`src/rtl/vdcf_pkg.sv`:
```
package vdcf_pkg;

	// descriptor word layout: eleven packed 2-bit attribute types
	localparam int WORD_W        = 22;
	localparam int ATTRS_IN_WORD = 11;
	localparam int TYPE_W        = 2;
	localparam int ATTR_W        = 4;
	localparam int KIND_W        = 2;

	// request modes
	localparam logic MODE_FULL   = 1'b0;
	localparam logic MODE_SINGLE = 1'b1;

	// result kinds
	localparam logic [KIND_W-1:0] KIND_ENTRY = 2'd0;
	localparam logic [KIND_W-1:0] KIND_TERM  = 2'd1;
	localparam logic [KIND_W-1:0] KIND_CMD   = 2'd2;

	typedef enum logic {
		BK_IDLE,
		BK_EMIT
	} back_state_t;

	// attribute type at index i, zero for fields past the top of the word
	function automatic logic [TYPE_W-1:0] field_of(logic [WORD_W-1:0] w, logic [ATTR_W-1:0] i);
		logic [TYPE_W-1:0] f;
		f = '0;
		for (int k = 0; k < ATTRS_IN_WORD; k++) begin
			if (i == ATTR_W'(k)) begin
				f = w[TYPE_W*k +: TYPE_W];
			end
		end
		return f;
	endfunction

endpackage

```
`src/rtl/vdcf_front.sv`:
```
module vdcf_front #(
	parameter int NUM_ATTRS = 11
) (
	input  logic                          clk,
	input  logic                          arst_n,
	input  logic                          accept,
	input  logic                          mode,
	input  logic [vdcf_pkg::WORD_W-1:0]   desc_word,
	input  logic [vdcf_pkg::ATTR_W-1:0]   attr_index,
	input  logic [vdcf_pkg::TYPE_W-1:0]   attr_type,
	output logic                          push,
	output logic [1+vdcf_pkg::ATTR_W+vdcf_pkg::TYPE_W+NUM_ATTRS+vdcf_pkg::WORD_W-1:0] push_data
);
	import vdcf_pkg::*;

	logic [WORD_W-1:0]    shadow_q;
	logic [NUM_ATTRS-1:0] chg_mask;
	logic                 full_diff;
	logic                 idx_ok;
	logic                 single_diff;

	always_comb begin
		for (int i = 0; i < NUM_ATTRS; i++) begin
			chg_mask[i] = field_of(desc_word, ATTR_W'(i)) != field_of(shadow_q, ATTR_W'(i));
		end
	end

	assign full_diff   = desc_word != shadow_q;
	assign idx_ok      = ({1'b0, attr_index} < (ATTR_W+1)'(NUM_ATTRS))
	                     && ({1'b0, attr_index} < (ATTR_W+1)'(ATTRS_IN_WORD));
	assign single_diff = idx_ok && (field_of(shadow_q, attr_index) != attr_type);

	assign push = accept && ((mode == MODE_FULL) ? full_diff : single_diff);
	assign push_data = {mode, attr_index, attr_type, chg_mask, desc_word};

	always_ff @(posedge clk or negedge arst_n) begin
		if (!arst_n) begin
			shadow_q <= '0;
		end else if (push) begin
			if (mode == MODE_FULL) begin
				shadow_q <= desc_word;
			end else begin
				for (int k = 0; k < ATTRS_IN_WORD; k++) begin
					if (attr_index == ATTR_W'(k)) begin
						shadow_q[TYPE_W*k +: TYPE_W] <= attr_type;
					end
				end
			end
		end
	end

endmodule

```
`src/rtl/vdcf_queue.sv`:
```
module vdcf_queue #(
	parameter int WIDTH = 8,
	parameter int DEPTH = 2
) (
	input  logic             clk,
	input  logic             arst_n,
	input  logic             push,
	input  logic [WIDTH-1:0] push_data,
	input  logic             pop,
	output logic [WIDTH-1:0] head,
	output logic             empty,
	output logic             full
);
	localparam int AW = (DEPTH > 1) ? $clog2(DEPTH) : 1;
	localparam int CW = $clog2(DEPTH + 1);

	logic [WIDTH-1:0] slot_q [DEPTH];
	logic [AW-1:0]    wr_ptr_q;
	logic [AW-1:0]    rd_ptr_q;
	logic [CW-1:0]    count_q;

	assign empty = count_q == '0;
	assign full  = count_q == CW'(DEPTH);
	assign head  = slot_q[rd_ptr_q];

	always_ff @(posedge clk) begin
		if (push) begin
			slot_q[wr_ptr_q] <= push_data;
		end
	end

	always_ff @(posedge clk or negedge arst_n) begin
		if (!arst_n) begin
			wr_ptr_q <= '0;
			rd_ptr_q <= '0;
			count_q  <= '0;
		end else begin
			if (push) begin
				wr_ptr_q <= (wr_ptr_q == AW'(DEPTH - 1)) ? '0 : wr_ptr_q + 1'b1;
			end
			if (pop) begin
				rd_ptr_q <= (rd_ptr_q == AW'(DEPTH - 1)) ? '0 : rd_ptr_q + 1'b1;
			end
			if (push && !pop) begin
				count_q <= count_q + 1'b1;
			end else if (pop && !push) begin
				count_q <= count_q - 1'b1;
			end
		end
	end

endmodule

```
`src/rtl/vdcf_back.sv`:
```
module vdcf_back #(
	parameter int NUM_ATTRS = 11
) (
	input  logic                          clk,
	input  logic                          arst_n,
	input  logic                          q_empty,
	input  logic [1+vdcf_pkg::ATTR_W+vdcf_pkg::TYPE_W+NUM_ATTRS+vdcf_pkg::WORD_W-1:0] q_head,
	output logic                          q_pop,
	output logic                          valid,
	output logic [vdcf_pkg::KIND_W-1:0]   kind,
	output logic [vdcf_pkg::ATTR_W-1:0]   out_attr,
	output logic [vdcf_pkg::TYPE_W-1:0]   out_type,
	output logic                          last
);
	import vdcf_pkg::*;

	back_state_t          state_q, state_d;
	logic                 single_q;
	logic [ATTR_W-1:0]    attr_q;
	logic [TYPE_W-1:0]    type_q;
	logic [NUM_ATTRS-1:0] mask_q;
	logic [WORD_W-1:0]    word_q;

	logic [ATTR_W-1:0]    low_idx;
	logic                 finish;
	logic                 load;
	logic                 step;
	logic                 valid_d;
	logic [KIND_W-1:0]    kind_d;
	logic [ATTR_W-1:0]    attr_d;
	logic [TYPE_W-1:0]    type_d;
	logic                 last_d;

	// lowest pending changed attribute
	always_comb begin
		low_idx = '0;
		for (int i = NUM_ATTRS - 1; i >= 0; i--) begin
			if (mask_q[i]) begin
				low_idx = ATTR_W'(i);
			end
		end
	end

	// result selection
	always_comb begin
		valid_d = 1'b0;
		kind_d  = KIND_ENTRY;
		attr_d  = '0;
		type_d  = '0;
		last_d  = 1'b0;
		finish  = 1'b0;
		step    = 1'b0;
		if (state_q == BK_EMIT) begin
			valid_d = 1'b1;
			if (single_q) begin
				kind_d = KIND_CMD;
				attr_d = attr_q;
				type_d = type_q;
				last_d = 1'b1;
				finish = 1'b1;
			end else if (mask_q != '0) begin
				kind_d = KIND_ENTRY;
				attr_d = low_idx;
				type_d = field_of(word_q, low_idx);
				step   = 1'b1;
			end else begin
				kind_d = KIND_TERM;
				last_d = 1'b1;
				finish = 1'b1;
			end
		end
	end

	assign load  = !q_empty && ((state_q == BK_IDLE) || finish);
	assign q_pop = load;

	// next state
	always_comb begin
		state_d = state_q;
		case (state_q)
			BK_IDLE: begin
				if (load) begin
					state_d = BK_EMIT;
				end
			end
			BK_EMIT: begin
				if (finish) begin
					state_d = load ? BK_EMIT : BK_IDLE;
				end
			end
			default: state_d = BK_IDLE;
		endcase
	end

	always_ff @(posedge clk or negedge arst_n) begin
		if (!arst_n) begin
			state_q <= BK_IDLE;
			valid   <= 1'b0;
		end else begin
			state_q <= state_d;
			valid   <= valid_d;
		end
	end

	always_ff @(posedge clk) begin
		kind     <= kind_d;
		out_attr <= attr_d;
		out_type <= type_d;
		last     <= last_d;
		if (load) begin
			{single_q, attr_q, type_q, mask_q, word_q} <= q_head;
		end else if (step) begin
			mask_q <= mask_q & (mask_q - 1'b1);
		end
	end

endmodule

```
`src/rtl/vertex_descriptor_change_filter.sv`:
```
// Vertex descriptor change filter. A request is taken when start is high and
// busy is low. A whole-word request that matches the shadow costs nothing; one
// that differs yields one entry per changed attribute in ascending order and
// then a terminator with last set, so it gives n+1 results in the result
// stage (n changed attributes, at most NUM_ATTRS+1 = 12 results). A single
// attribute request that changes the shadow yields one command; one that
// changes nothing, or names an attribute out of range, yields none.
// The result emitter, one result per cycle, sets the rate. Results appear on
// kind/out_attr/out_type/last for exactly one cycle with valid high and cannot
// be held off. Requests are classified and the shadow updated at once on
// acceptance; the jobs wait in a two-entry queue, and busy is high while
// that queue is full. The first result of a job passes through the queue,
// the emitter state register and the output registers.
module vertex_descriptor_change_filter #(
	parameter int NUM_ATTRS = 11
) (
	input  logic                          clk,
	input  logic                          arst_n,
	// request side
	input  logic                          start,
	output logic                          busy,
	input  logic                          mode,
	input  logic [vdcf_pkg::WORD_W-1:0]   desc_word,
	input  logic [vdcf_pkg::ATTR_W-1:0]   attr_index,
	input  logic [vdcf_pkg::TYPE_W-1:0]   attr_type,
	// result side
	output logic                          valid,
	output logic [vdcf_pkg::KIND_W-1:0]   kind,
	output logic [vdcf_pkg::ATTR_W-1:0]   out_attr,
	output logic [vdcf_pkg::TYPE_W-1:0]   out_type,
	output logic                          last
);
	import vdcf_pkg::*;

	// job: {single flag, attribute, type, changed mask, new word}
	localparam int JOB_W = 1 + ATTR_W + TYPE_W + NUM_ATTRS + WORD_W;
	localparam int QUEUE_DEPTH = 2;

	logic             accept;
	logic             job_push;
	logic [JOB_W-1:0] job_in;
	logic [JOB_W-1:0] job_head;
	logic             job_pop;
	logic             job_empty;
	logic             job_full;

	assign busy   = job_full;
	assign accept = start && !busy;

	// front: classify the request, update the shadow, queue the work
	vdcf_front #(
		.NUM_ATTRS(NUM_ATTRS)
	) u_front (
		.clk        (clk),
		.arst_n     (arst_n),
		.accept     (accept),
		.mode       (mode),
		.desc_word  (desc_word),
		.attr_index (attr_index),
		.attr_type  (attr_type),
		.push       (job_push),
		.push_data  (job_in)
	);

	// decoupling queue between classification and emission
	vdcf_queue #(
		.WIDTH(JOB_W),
		.DEPTH(QUEUE_DEPTH)
	) u_queue (
		.clk       (clk),
		.arst_n    (arst_n),
		.push      (job_push),
		.push_data (job_in),
		.pop       (job_pop),
		.head      (job_head),
		.empty     (job_empty),
		.full      (job_full)
	);

	// back: walk the changed mask, one result per cycle
	vdcf_back #(
		.NUM_ATTRS(NUM_ATTRS)
	) u_back (
		.clk      (clk),
		.arst_n   (arst_n),
		.q_empty  (job_empty),
		.q_head   (job_head),
		.q_pop    (job_pop),
		.valid    (valid),
		.kind     (kind),
		.out_attr (out_attr),
		.out_type (out_type),
		.last     (last)
	);

endmodule

```
`config.mk`:
```
export PLATFORM = sky130hd
export DESIGN_NAME = vertex_descriptor_change_filter
export DESIGN_NICKNAME = d
export VERILOG_FILES = /design/src/rtl/vdcf_pkg.sv /design/src/rtl/vdcf_front.sv /design/src/rtl/vdcf_queue.sv /design/src/rtl/vdcf_back.sv /design/src/rtl/vertex_descriptor_change_filter.sv
export SDC_FILE = /design/constraint.sdc
export NUM_CORES = 1
export LEC_CHECK = 0
export BUFFER_PORTS_ARGS = -buffer_cell sky130_fd_sc_hd__clkbuf_2
export CAP_MARGIN = 0
export CORE_MARGIN = 1.5
export CORE_UTILIZATION = 30
export DETAILED_ROUTE_END_ITERATION = 8
export GPL_TIMING_DRIVEN = 0
export PLACE_DENSITY_LB_ADDON = 0.2
export SKIP_CTS_REPAIR_TIMING = 1
export SLEW_MARGIN = 20
export SYNTH_ARGS = -nofsm -noshare
export SYNTH_HDL_FRONTEND = slang
export SYNTH_HIERARCHICAL = 1
export SYNTH_SLANG_ARGS = --single-unit
export TNS_END_PERCENT = 10
```
`constraint.sdc`:
```
create_clock -name clk -period 5.85 [get_ports clk]
set_input_delay 0.8775 -clock clk [delete_from_list [all_inputs] [get_ports clk]]
set_output_delay 0.8775 -clock clk [all_outputs]
set_load 0.01 [all_outputs]
```
Word-level counts from Yosys, hierarchy flattened
Memories as Yosys holds them, arrays and structs flattened. Cells that the tools add are included. Widths: inputs -> output; s select.

RAM bits: 80. Output and inout bits: 11. Bits of input ports: 32. Memories: 1. Bits in registers: 77. Word-level logic and storage cells: 179.

Equal/unequal tests: 45. Muxes and demuxes: 70. $add $sub $neg: 5. Reduce and logical (&&, ||, !) cells: 29. Order comparisons: 1. Bitwise logic cells: 2.

Memory list: u_queue.slot_q (depth 2, bits a word 40, read ports 1, clocked after Yosys merged registers in 0, write ports 1, RTL line vdcf_queue.sv:17) `logic [WIDTH-1:0] slot_q [DEPTH];`.

Operators by type and width (number): $mux 2 (38); $mux 4 (13); $eq 4x3->1 const B (8); $eq 4x4->1 const B (6); $ne 2x2->1 (12); $mux 11 (2); $mux 22 (1); $ne 2x1->1 const B (11); $ne 22x22->1 (1); $reduce_and 2->1 (11); $eq 4x2->1 const B (4); $mux 1 (15); $and 11x11->11 (1); $reduce_bool 11->1 (1); $sub 11x1->11 const B (1); $eq 4x1->1 const B (2); $logic_not 4->1 (2); $logic_and 1x1->1 (6); $logic_not 1->1 (4); $lt 4x4->1 const B (1); $reduce_bool 2->1 (2); $add 1x1->1 const B (2); $add 2x1->2 const B (1); $eq 2x2->1 const B (1); 6 further kinds (6).

Logic depth before layout (Yosys ltp)
Gate-level depths: netlist of the first run.

Depth after elaboration: 25. Depth in mapped cells: 13.

By module
Netlist of the first run, hierarchy kept.

Modules (own cells, without submodules): vdcf_queue (instances 1, area each 3276.9 um^2, cells each 141, seq. area each 2502.4 um^2); vdcf_front (instances 1, area each 2409.8 um^2, cells each 301, seq. area each 550.5 um^2); vdcf_back (instances 1, area each 2297.2 um^2, cells each 181, seq. area each 1431.4 um^2); vertex_descriptor_change_filter (instances 1, area each 13.8 um^2, cells each 1, seq. area each 0.0 um^2).

Least setup slack after synthesis of the first run
OpenSTA, ideal clock, no wires.

Kind: input -> register. Start point: in attr_index[1] in the netlist's numbering. End point: mem u_queue/slot_q[0][0] in the netlist's numbering, enable pin. Data required time: 5.408 ns. Slack: 1.139 ns. Cell stages on the path: 8. Arrival time: 4.269 ns. Cell sequence: buf_2 mux2_2 o32ai_2 and3_1 nor4_1 o21ai_0 and2_1 nor2b_1.

Longest elaborated chain between the ends: 18. Elaborated cells between the ends (all ways): 29. Those cells by class: order compare (1); eq/ne (11); mux (14); reduce/logical (3).

Ends and longest elaborated chain: start, declared (RTL line vertex_descriptor_change_filter.sv:24) `input logic [vdcf_pkg::ATTR_W-1:0] attr_index,`; $logic_not 4->1 (RTL line vdcf_pkg.sv:29) `if (i == ATTR_W'(k)) begin`; $mux 2 (11 in series) (RTL line vdcf_pkg.sv:29); $ne 2x2->1 (RTL line vdcf_front.sv:31) `assign single_diff = idx_ok && (field_of(shadow_q, attr_index) != attr_type);`; $logic_and 1x1->1 (*) (RTL line vdcf_front.sv:31); $mux 1 (*) (RTL line vdcf_front.sv:33) `assign push = accept && ((mode == MODE_FULL) ? full_diff : single_diff);`; $logic_and 1x1->1 (*) (RTL line vdcf_front.sv:33); named net job_push (RTL line vertex_descriptor_change_filter.sv:40) `logic job_push;`; $mux 1 (*) (RTL line vdcf_queue.sv:27) `if (push) begin`; $mux 1 (implied by the code) (*) (RTL line vdcf_queue.sv:28) `slot_q[wr_ptr_q] <= push_data;`; end, declared (RTL line vdcf_queue.sv:17).

Mark *: on every way through the listed nets, which the timed path passes. The rest lies on a longest branch.

Final worst setup path of the first run
Start point: in attr_index[1] in the netlist's numbering. End point: mem u_queue/slot_q[0][22] in the netlist's numbering, enable pin.

Same word-level chain as after synthesis.

==> results by group, run 1 <==
Outcome
  – Run status: finished with violations
  – Violations in the final reports: DRC

Timing
  – RSZ-0062 raised after global routing: no
  – Final worst clock skew: about 0.014 ns
  – Final hold slack: a little under 0.5 ns
  – Maximum frequency from static timing analysis: about 260 MHz
  – Final Setup Violations: 0
  – Share of the clock period used by the worst path after layout: 0.6489
  – Max transition margin: 0.2297
  – Number of failing hold endpoints at the final stage: 0
  – Pin slew with the least headroom to its limit: ~1.1 ns
  – Final max-slew violation count: 0
  – Min Clock Period, post-route: about 3.8 ns

Detailed routing
  – Final ANT Viol Nets: 0
  – Post-route DRC violation count: 3
  – DR pass1 iterations: 7
  – Routed wire length: between 15000 and 20000 um
  – Number of vias in the routed layout: between 5000 and 6000
  – Detailed-route wire length per cell: roughly 19 um
  – First DRT Iteration DRCs: ~340
  – Routed via count divided by cell count: around 4.9

Cells and area
  – Top library cells by usage in the layout, fill and taps aside: sky130_fd_sc_hd__edfxtp_1, sky130_fd_sc_hd__nand2_1, sky130_fd_sc_hd__clkbuf_2, sky130_fd_sc_hd__o21ai_0, sky130_fd_sc_hd__mux2_4
  – Final Net Count: 720
  – Layout cell share with drive strength beyond 1: 0.2929
  – Filler cells: between 2000 and 3000
  – Area growth from synthesis to layout: 16.16%
  – Ant. Diodes: 0
  – Leading cell type in the layout, fill and taps excluded: sky130_fd_sc_hd__edfxtp_1

Yosys
  – Synthesized net count: between 600 and 700
  – Cell area after synthesis: 7998 um2
  – Post-synthesis instance total: approximately 620
  – Yosys warns: 6
  – Cell type with the highest aggregate area in the netlist: sky130_fd_sc_hd__edfxtp_1
  – Synth async-reset ratio: 0.1783
  – Synth top area cells: sky130_fd_sc_hd__edfxtp_1, sky130_fd_sc_hd__dfrtp_1, sky130_fd_sc_hd__mux2_4
  – Sequential fraction of the synthesis area: 0.5607
  – Most common flop cell mapped by yosys: sky130_fd_sc_hd__edfxtp_1
  – Cell variety after synth: between 80 and 90
  – Avg Cell Area, Syn: approximately 13 um2
  – Area share of the largest cell type after synthesis: 0.4506
  – Flip-flop and latch count after synthesis: about 160
  – Number of flops mapped to enable cells by yosys: 120

Hold path
  – Hold WC Path Type: flip-flop to flip-flop

Clocking
  – TritonCTS clock tree: yes
  – Clk slew on worst S/H paths: around 0.070 ns
  – CTS sink count: ~160
  – Max Root-Sink Buffers: 2
  – Clock latency on the worst-skew pair: approximately 0.42 ns
  – Number of CTS-inserted buffers: 17
  – Clk root buf: sky130_fd_sc_hd__clkbuf_16
  – Depth of the CTS H-tree: 4

Place
  – Detailed-placement wirelength estimate: about 15000 um
  – Final weighted congestion in routability-driven placement: 0.8597
  – Number of buffers added on ports: between 40 and 50

Flow run
  – Number of violations of the max-capacitance limit: 0

GRT
  – Global route overflow: 0
  – Number of antenna violations at the first check in global routing: 0
  – Via count of the first global-routing pass: 5175
  – Largest net degree at the start of global routing: between 40 and 50
  – Wire length of the first global-routing pass: a little over 30000 um
  – Global-route total usage across every layer: 0.1446

Die
  – Top Ports: 43
  – Horiz. Die Dim: 166.3 um
  – Die height: ~170 um
  – Initial Util: 0.3060
  – Die Outline Area: 27650 um2
  – Placeable Area: about 26000 um2
  – Number of standard-cell rows in the floorplan: approximately 60

Critical path
  – Crit end category: flip-flop
  – Required time of the critical path: slightly below 6 ns
  – Setup Crit Path Kind: primary input to flip-flop
  – Worst-path maximum fanout: 21
  – Nature of the critical path startpoint: primary input
  – Critical path data arrival time: around 4 ns

Power and ir drop
  – Fraction of power spent switching nets: 0.3574
  – Proportion of power drawn by flip-flops and latches: 0.397
  – Overall power after layout: approximately 4.9 mW
  – Comb power frac: 0.377
  – Net switching component of the power: roughly 1.8 mW
  – P per Cell Area: roughly 530 nW/um2
  – Internal power contribution: approximately 3.2 mW
  – Clock power share: 0.226
  – Worst vdd rail ir drop: roughly 190 uV
  – Static Leak: 3.490 nW
-- final cells by class --
cell class,instances,area [um2],area share
Multi-Input combinational cell,377,2958,0.3184
Inverter,26,97.59,0.01051
Sequential cell,157,4484,0.4827
Clock inverter,15,178.9,0.01926
Buffer,64,466.7,0.05024
Timing Repair Buffer,44,260.3,0.02801
Clock buffer,17,425.4,0.04579
Tap cell,335,419.2,0.04512
-- through the flow --
stage / worst slack [ns] / cells / area (um2) / utilization / TNS (ns)
3_5_place_dp: 1.592 / 1003 / 8686 / 0.3324 / 0
3_3_place_gp: -0.5114 / 1000 / 8622 / 0.3299 / -20.36
4_1_cts: 2.049 / 1035 / 9290 / 0.3555 / 0
2_1_floorplan: 1.139 / 624 / 7998 / - / 0
6_report: 2.054 / 1035 / 9290 / 0.3555 / 0
5_1_grt: 1.844 / 1035 / 9290 / 0.3555 / 0
-- registers in the layout (all words and copies together), names as in the netlist --
name / flops
u_back/type_q: 2
u_queue/count_q: 2
u_back/last: 1
u_back/word_q: 22
u_back/attr_q: 4
u_back/mask_q: 11
u_back/out_type: 2
u_front/shadow_q: 22
u_back/out_attr: 4
u_queue/wr_ptr_q: 1
u_back/single_q: 1
u_back/state_q: 1
u_back/kind: 2
u_queue/rd_ptr_q: 1
u_back/valid: 1
u_queue/slot_q: 80
-- final timing paths --
check | start | endpoint | slack, ns | cells past startpoint
worst max-delay path | attr_index[1] | u_queue/slot_q[0][22]$_DFFE_PP_ | 2.05 | 10
worst min-delay path | u_queue/count_q[1]$_DFFE_PN0P_ | u_queue/count_q[1]$_DFFE_PN0P_ | 0.50 | 1
worst max register to register | u_front/shadow_q[2]$_DFFE_PN0P_ | u_queue/slot_q[0][22]$_DFFE_PP_ | 2.41 | 9
worst min register to register | u_queue/count_q[1]$_DFFE_PN0P_ | u_queue/count_q[1]$_DFFE_PN0P_ | 0.50 | 1
max in group asynchronous | arst_n | u_queue/wr_ptr_q$_DFFE_PN0P_ | 4.72 | 1
min in group asynchronous | arst_n | u_front/shadow_q[3]$_DFFE_PN0P_ | 0.57 | 1
-- power groups by stage --
stage                     sequential [mW]  clock, mW  combinational [mW]
after detailed placement             1.99          0                1.87
final                                1.97       1.12                1.86
after floorplan                      1.92          0                1.37
after global placement               1.99          0                1.83
after global routing                 2.01       1.20                2.04
after CTS                            1.97       1.15                1.88
-- metal layers --
| layer | track usage | part of all wire |
|---|---|---|
| met1 | 0.1912 | 0.46 |
| met2 | 0.2363 | 0.47 |
| met3 | 0.03146 | 0.041 |
| met4 | 0.04704 | 0.022 |
| met5 | 0 | 0 |
-- cell usage after synthesis (all sizes together) (7+ instances only) --
cell    number
edfxtp     120
buf         51
mux2        46
nand2       46
o21ai       44
nand3       31
dfrtp       28
inv         26
o211ai      25
xnor2       23
a22oi       18
nor2        17
clkbuf      13
a21oi       10
dfxtp        9
a21boi       8
and2         8
nor2b        8
nand4        7
-- worst max-delay path, stage by stage --
cell and delay [ns]:
sky130_fd_sc_hd__clkbuf_2 0.12, sky130_fd_sc_hd__buf_2 0.24, sky130_fd_sc_hd__mux2_2 0.37, sky130_fd_sc_hd__o32ai_2 0.34
sky130_fd_sc_hd__and3_1 0.35, sky130_fd_sc_hd__nor4_1 0.13, sky130_fd_sc_hd__o21ai_0 0.21, sky130_fd_sc_hd__and2_1 0.33
sky130_fd_sc_hd__nor2b_4 0.68, sky130_fd_sc_hd__buf_16 0.25
-- logic make-up after synthesis --
family | count (synthesis) | share of synthesized area
DFF | 157 | 0.5607
adders and majority gates | 1 | 0.001564
buffers and inverters | 90 | 0.07055
xor gates and xnor gates | 27 | 0.02957
AOI/OAI and AO/OA | 148 | 0.1460
muxes | 52 | 0.09199
and+or+nand+nor | 149 | 0.09966
Power figures use the tool's default switching activity.
==> run 2: changes to the inputs <==
--- a/config.mk
+++ b/config.mk
@@ -5,6 +5,7 @@
 export SDC_FILE = /design/constraint.sdc
 export NUM_CORES = 1
 export LEC_CHECK = 0
+export ABC_AREA = 1
 export BUFFER_PORTS_ARGS = -buffer_cell sky130_fd_sc_hd__clkbuf_2
 export CAP_MARGIN = 0
 export CORE_MARGIN = 1.5
==> constraint.sdc (replaced) <==
create_clock -name clk -period 3.38 [get_ports clk]
set_input_delay 0.507 -clock clk [delete_from_list [all_inputs] [get_ports clk]]
set_output_delay 0.507 -clock clk [all_outputs]
set_load 0.01 [all_outputs]
==> run 2 against run 1 <==
  * The run now ends clean
  * Clock-buffer cell count up 1
  * Via count down 2.6%
  * Die area down 2.8%
  * Sequential share of layout area up 1.4 points
  * Total power up 59%
  * First-iteration DRC count down 15%
  * Synthesized area down 2.8%
  * Worst hold slack worse by 0.31 ns
  * Clock power up 61%
  * Final cell count up 8.0%
  * Combinational power up 49%
  * Largest power group unchanged
  * Highest routed layer unchanged
==> results by group, run 2 <==
Outcome
  – Run status: finished clean (was finished with violations)

Detailed routing
  – Routed via count divided by cell count: 4.421 (was 4.902)
  – Number of vias in the routed layout: 4943 (was 5074)
  – Post-route DRC violation count: 0 (was 3)
  – Routed wire length: 17680 um (was 19700 um)
  – DR pass1 iterations: 5 (was 7)
  – Detailed-route wire length per cell: 15.81 um (was 19.03 um)
  – First DRT Iteration DRCs: 284 (was 336)
  – Final ANT Viol Nets: 0 (unchanged)

Critical path
  – Reg-to-reg setup timing slack: 0.35 ns (was 2.41 ns)
  – Required time of the critical path: 3.70 ns (was 5.97 ns)
  – Setup Crit Path Kind: flip-flop to flip-flop (was primary input to flip-flop)
  – Slowest-stage cell, CP: sky130_fd_sc_hd__buf_2 (was sky130_fd_sc_hd__nor2b_4)
  – Nature of the critical path startpoint: flip-flop (was primary input)
  – Crit end category: flip-flop (unchanged)
  – Worst-path maximum fanout: 40 (was 21)
  – Critical path data arrival time: 3.35 ns (was 3.91 ns)
  – Cell Chain, Critical Path: nor2_4 > nand2_4 > nor2_8 > nand2_4 > nor2_1 > nor2_1 > nor2_1 > buf_2 > inv_1 > ha_1 > inv_1 > nand3_1 > nand2_1 > nand2_1 (was clkbuf_2 > buf_2 > mux2_2 > o32ai_2 > and3_1 > nor4_1 > o21ai_0 > and2_1 > nor2b_4 > buf_16)
  – Cell mode on critical path: sky130_fd_sc_hd__nor2_1
  – Slowest cell delay on critical path: 0.77 ns (was 0.68 ns)

Timing
  – Maximum frequency from static timing analysis: ~330 MHz
  – Final worst clock skew: 0.01016 ns (was 0.01389 ns)
  – RSZ-0062 raised after global routing: no (unchanged)
  – Setup ws final: 0.3501 ns (was 2.054 ns)
  – Min Clock Period, post-route: 3.030 ns
  – Share of the clock period used by the worst path after layout: 0.8964
  – Final max-slew violation count: 0 (unchanged)
  – Pin slew with the least headroom to its limit: 0.9376 ns (was 1.143 ns)
  – Number of failing hold endpoints at the final stage: 0 (unchanged)
  – Max transition margin: 0.3749 (was 0.2297)
  – Final Setup Violations: 0 (unchanged)

Cells and area
  – Top library cells by usage in the layout, fill and taps aside: sky130_fd_sc_hd__nand2_1, sky130_fd_sc_hd__edfxtp_1, sky130_fd_sc_hd__inv_1 (was sky130_fd_sc_hd__edfxtp_1, sky130_fd_sc_hd__nand2_1, sky130_fd_sc_hd__clkbuf_2, sky130_fd_sc_hd__o21ai_0, sky130_fd_sc_hd__mux2_4)
  – Number of flip-flops under the largest register name: 80 (unchanged)
  – Final Net Count: 808 (was 720)
  – Register bank with the most flops: u_queue/slot_q (unchanged)
  – Leading cell type in the layout, fill and taps excluded: sky130_fd_sc_hd__nand2_1 (was sky130_fd_sc_hd__edfxtp_1)
  – Ant. Diodes: 0 (unchanged)
  – Post-Layout Cell Count: 1118 (was 1035)
  – Area growth from synthesis to layout: 16.15% (was 16.16%)
  – Layout cell share with drive strength beyond 1: 0.2868 (was 0.2929)

Yosys
  – Sequential fraction of the synthesis area: 0.5769 (was 0.5607)
  – Synthesized net count: 743 (was 657)
  – Yosys warns: 6 (unchanged)
  – Most common flop cell mapped by yosys: sky130_fd_sc_hd__edfxtp_1 (unchanged)
  – Synth async-reset ratio: 0.1783 (unchanged)
  – Synth top area cells: sky130_fd_sc_hd__edfxtp_1, sky130_fd_sc_hd__dfrtp_1, sky130_fd_sc_hd__nand2_1 (was sky130_fd_sc_hd__edfxtp_1, sky130_fd_sc_hd__dfrtp_1, sky130_fd_sc_hd__mux2_4)
  – Flip-flop and latch count after synthesis: 157 (unchanged)
  – Most instantiated cells after synthesis: sky130_fd_sc_hd__nand2_1, sky130_fd_sc_hd__edfxtp_1, sky130_fd_sc_hd__inv_1 (was sky130_fd_sc_hd__edfxtp_1, sky130_fd_sc_hd__nand2_1, sky130_fd_sc_hd__o21ai_0)
  – Most frequent cell after synthesis: sky130_fd_sc_hd__nand2_1 (was sky130_fd_sc_hd__edfxtp_1)
  – Avg Cell Area, Syn: 10.95 um2 (was 12.82 um2)
  – Number of flops mapped to enable cells by yosys: 120 (unchanged)
  – Cell type with the highest aggregate area in the netlist: sky130_fd_sc_hd__edfxtp_1 (unchanged)
  – Cell area after synthesis: 7772 um2 (was 7998 um2)
  – Cell variety after synth: 41 (was 84)
  – Post-synthesis instance total: 710 (was 624)
  – Area share of the largest cell type after synthesis: 0.4636 (was 0.4506)

Clocking
  – Number of CTS-inserted buffers: 17 (unchanged)
  – Clk slew on worst S/H paths: 0.07 ns (about the same)
  – Max Root-Sink Buffers: 2 (unchanged)
  – Depth of the CTS H-tree: 4 (unchanged)
  – Clk root buf: sky130_fd_sc_hd__clkbuf_16 (unchanged)
  – TritonCTS clock tree: yes (unchanged)
  – CTS sink count: 157 (unchanged)
  – Clock latency on the worst-skew pair: 0.43 ns (was 0.42 ns)

Power and ir drop
  – P per Cell Area: 869.2 nW/um2 (was 532.7 nW/um2)
  – Static Leak: 3.848 nW (was 3.490 nW)
  – Worst vdd rail ir drop: 295.9 uV (was 192.1 uV)

GRT
  – Wire length of the first global-routing pass: 28070 um (was 30460 um)
  – Number of antenna violations at the first check in global routing: 0 (unchanged)
  – Via count of the first global-routing pass: 4914 (was 5175)
  – Largest net degree at the start of global routing: 41 (unchanged)
  – Global-route total usage across every layer: 0.1419 (was 0.1446)
  – Global route overflow: 0 (unchanged)

Die
  – Die Outline Area: 26880 um2 (was 27650 um2)
  – Die height: 164.0 um (was 166.3 um)
  – Top Ports: 43 (unchanged)
  – Horiz. Die Dim: 164.0 um (was 166.3 um)
  – Initial Util: 0.3069 (was 0.3060)
  – Placeable Area: 25330 um2 (was 26130 um2)
  – Number of standard-cell rows in the floorplan: 58 (was 59)

Hold path
  – Hold WC Path Type: primary input to async pin (was flip-flop to flip-flop)

Place
  – Setup Slack @ Placement: -0.1120 ns (was 1.592 ns)
  – Number of buffers added on ports: 41 (unchanged)
  – Final weighted congestion in routability-driven placement: 0.8111 (was 0.8597)
  – Detailed-placement wirelength estimate: 13140 um (was 14620 um)
  – Cells after DPL: 1083 (was 1003)

Flow run
  – Number of violations of the max-capacitance limit: 0 (unchanged)
[run 2: metrics by stage]
stage	util	hold slack (ns)	power, mW	TNS, ns	instance area [um2]
after floorplan	-	0.2114	5.283	0	7775
after global placement	0.3314	0.3857	6.089	-75.16	8393
after detailed placement	0.3332	0.3907	6.139	-2.517	8438
after CTS	0.3551	0.1943	7.955	0	8992
after global routing	0.3564	0.2388	8.383	0	9027
final	0.3564	0.1844	7.847	0	9027
[run 2: routing by layer]
metal / GRT usage / routed length [um] / vias to the layer above / part of all wire
met2: 0.2340 / 8473 / 107 / 0.48
li1: - / - / 2509 / -
met4: 0.05496 / 315 / 0 / 0.018
met3: 0.02197 / 725 / 19 / 0.041
met5: 0 / 0 / - / 0
met1: 0.1871 / 8166 / 2308 / 0.46
[run 2: cell type report]
type / instances / area (um2)
Buffer: 48 / 400.4
Clock buffer: 18 / 429.2
Clock inverter: 14 / 125.1
Fill cell: 2483 / 16300
Inverter: 91 / 342.8
Multi-Input combinational cell: 414 / 2552
Sequential cell: 157 / 4484
Tap cell: 330 / 412.9
Timing Repair Buffer: 46 / 280.3
[run 2: worst paths after layout]
kind                                                    end  cells after the start                       start
min in group clk            u_queue/slot_q[0][39]$_DFFE_PP_                      1                        mode
max                          u_queue/count_q[1]$_DFFE_PN0P_                     14  u_back/mask_q[1]$_DFFE_PP_
max in group asynchronous      u_queue/rd_ptr_q$_DFFE_PN0P_                      1                      arst_n
min reg2reg                          u_back/valid$_DFF_PN0_                      0    u_back/state_q$_DFF_PN0_
min                        u_front/shadow_q[20]$_DFFE_PN0P_                      1                      arst_n
max reg2reg                  u_queue/count_q[1]$_DFFE_PN0P_                     14  u_back/mask_q[1]$_DFFE_PP_
[run 2: worst max-delay path: cells and delay by family, from the launching register on]
| family | cells | cell delay [ns] |
|---|---|---|
| simple gates | 10 | 1.19 |
| buf+inv | 3 | 0.95 |
| flops | 1 | 0.44 |
| fa+ha+maj | 1 | 0.33 |
[run 2: kinds of logic after synthesis]
group | after synthesis | synth area share
XOR/XNOR | 5 | 0.005634
AND/OR/NAND/NOR | 313 | 0.2062
flip-flops | 157 | 0.5769
buffers and inverters | 139 | 0.09562
adder cells (fa/ha/maj) | 1 | 0.001610
multiplexers | 40 | 0.07679
AO/OA/AOI/OAI | 55 | 0.03719
[run 2: where the power goes]
group          internal, mW  total, mW  switching (mW)  leakage, nW
Clock                 0.966       1.80           0.829        0.260
Sequential             2.95       3.27           0.316         1.55
Combinational          1.11       2.78            1.67         2.04
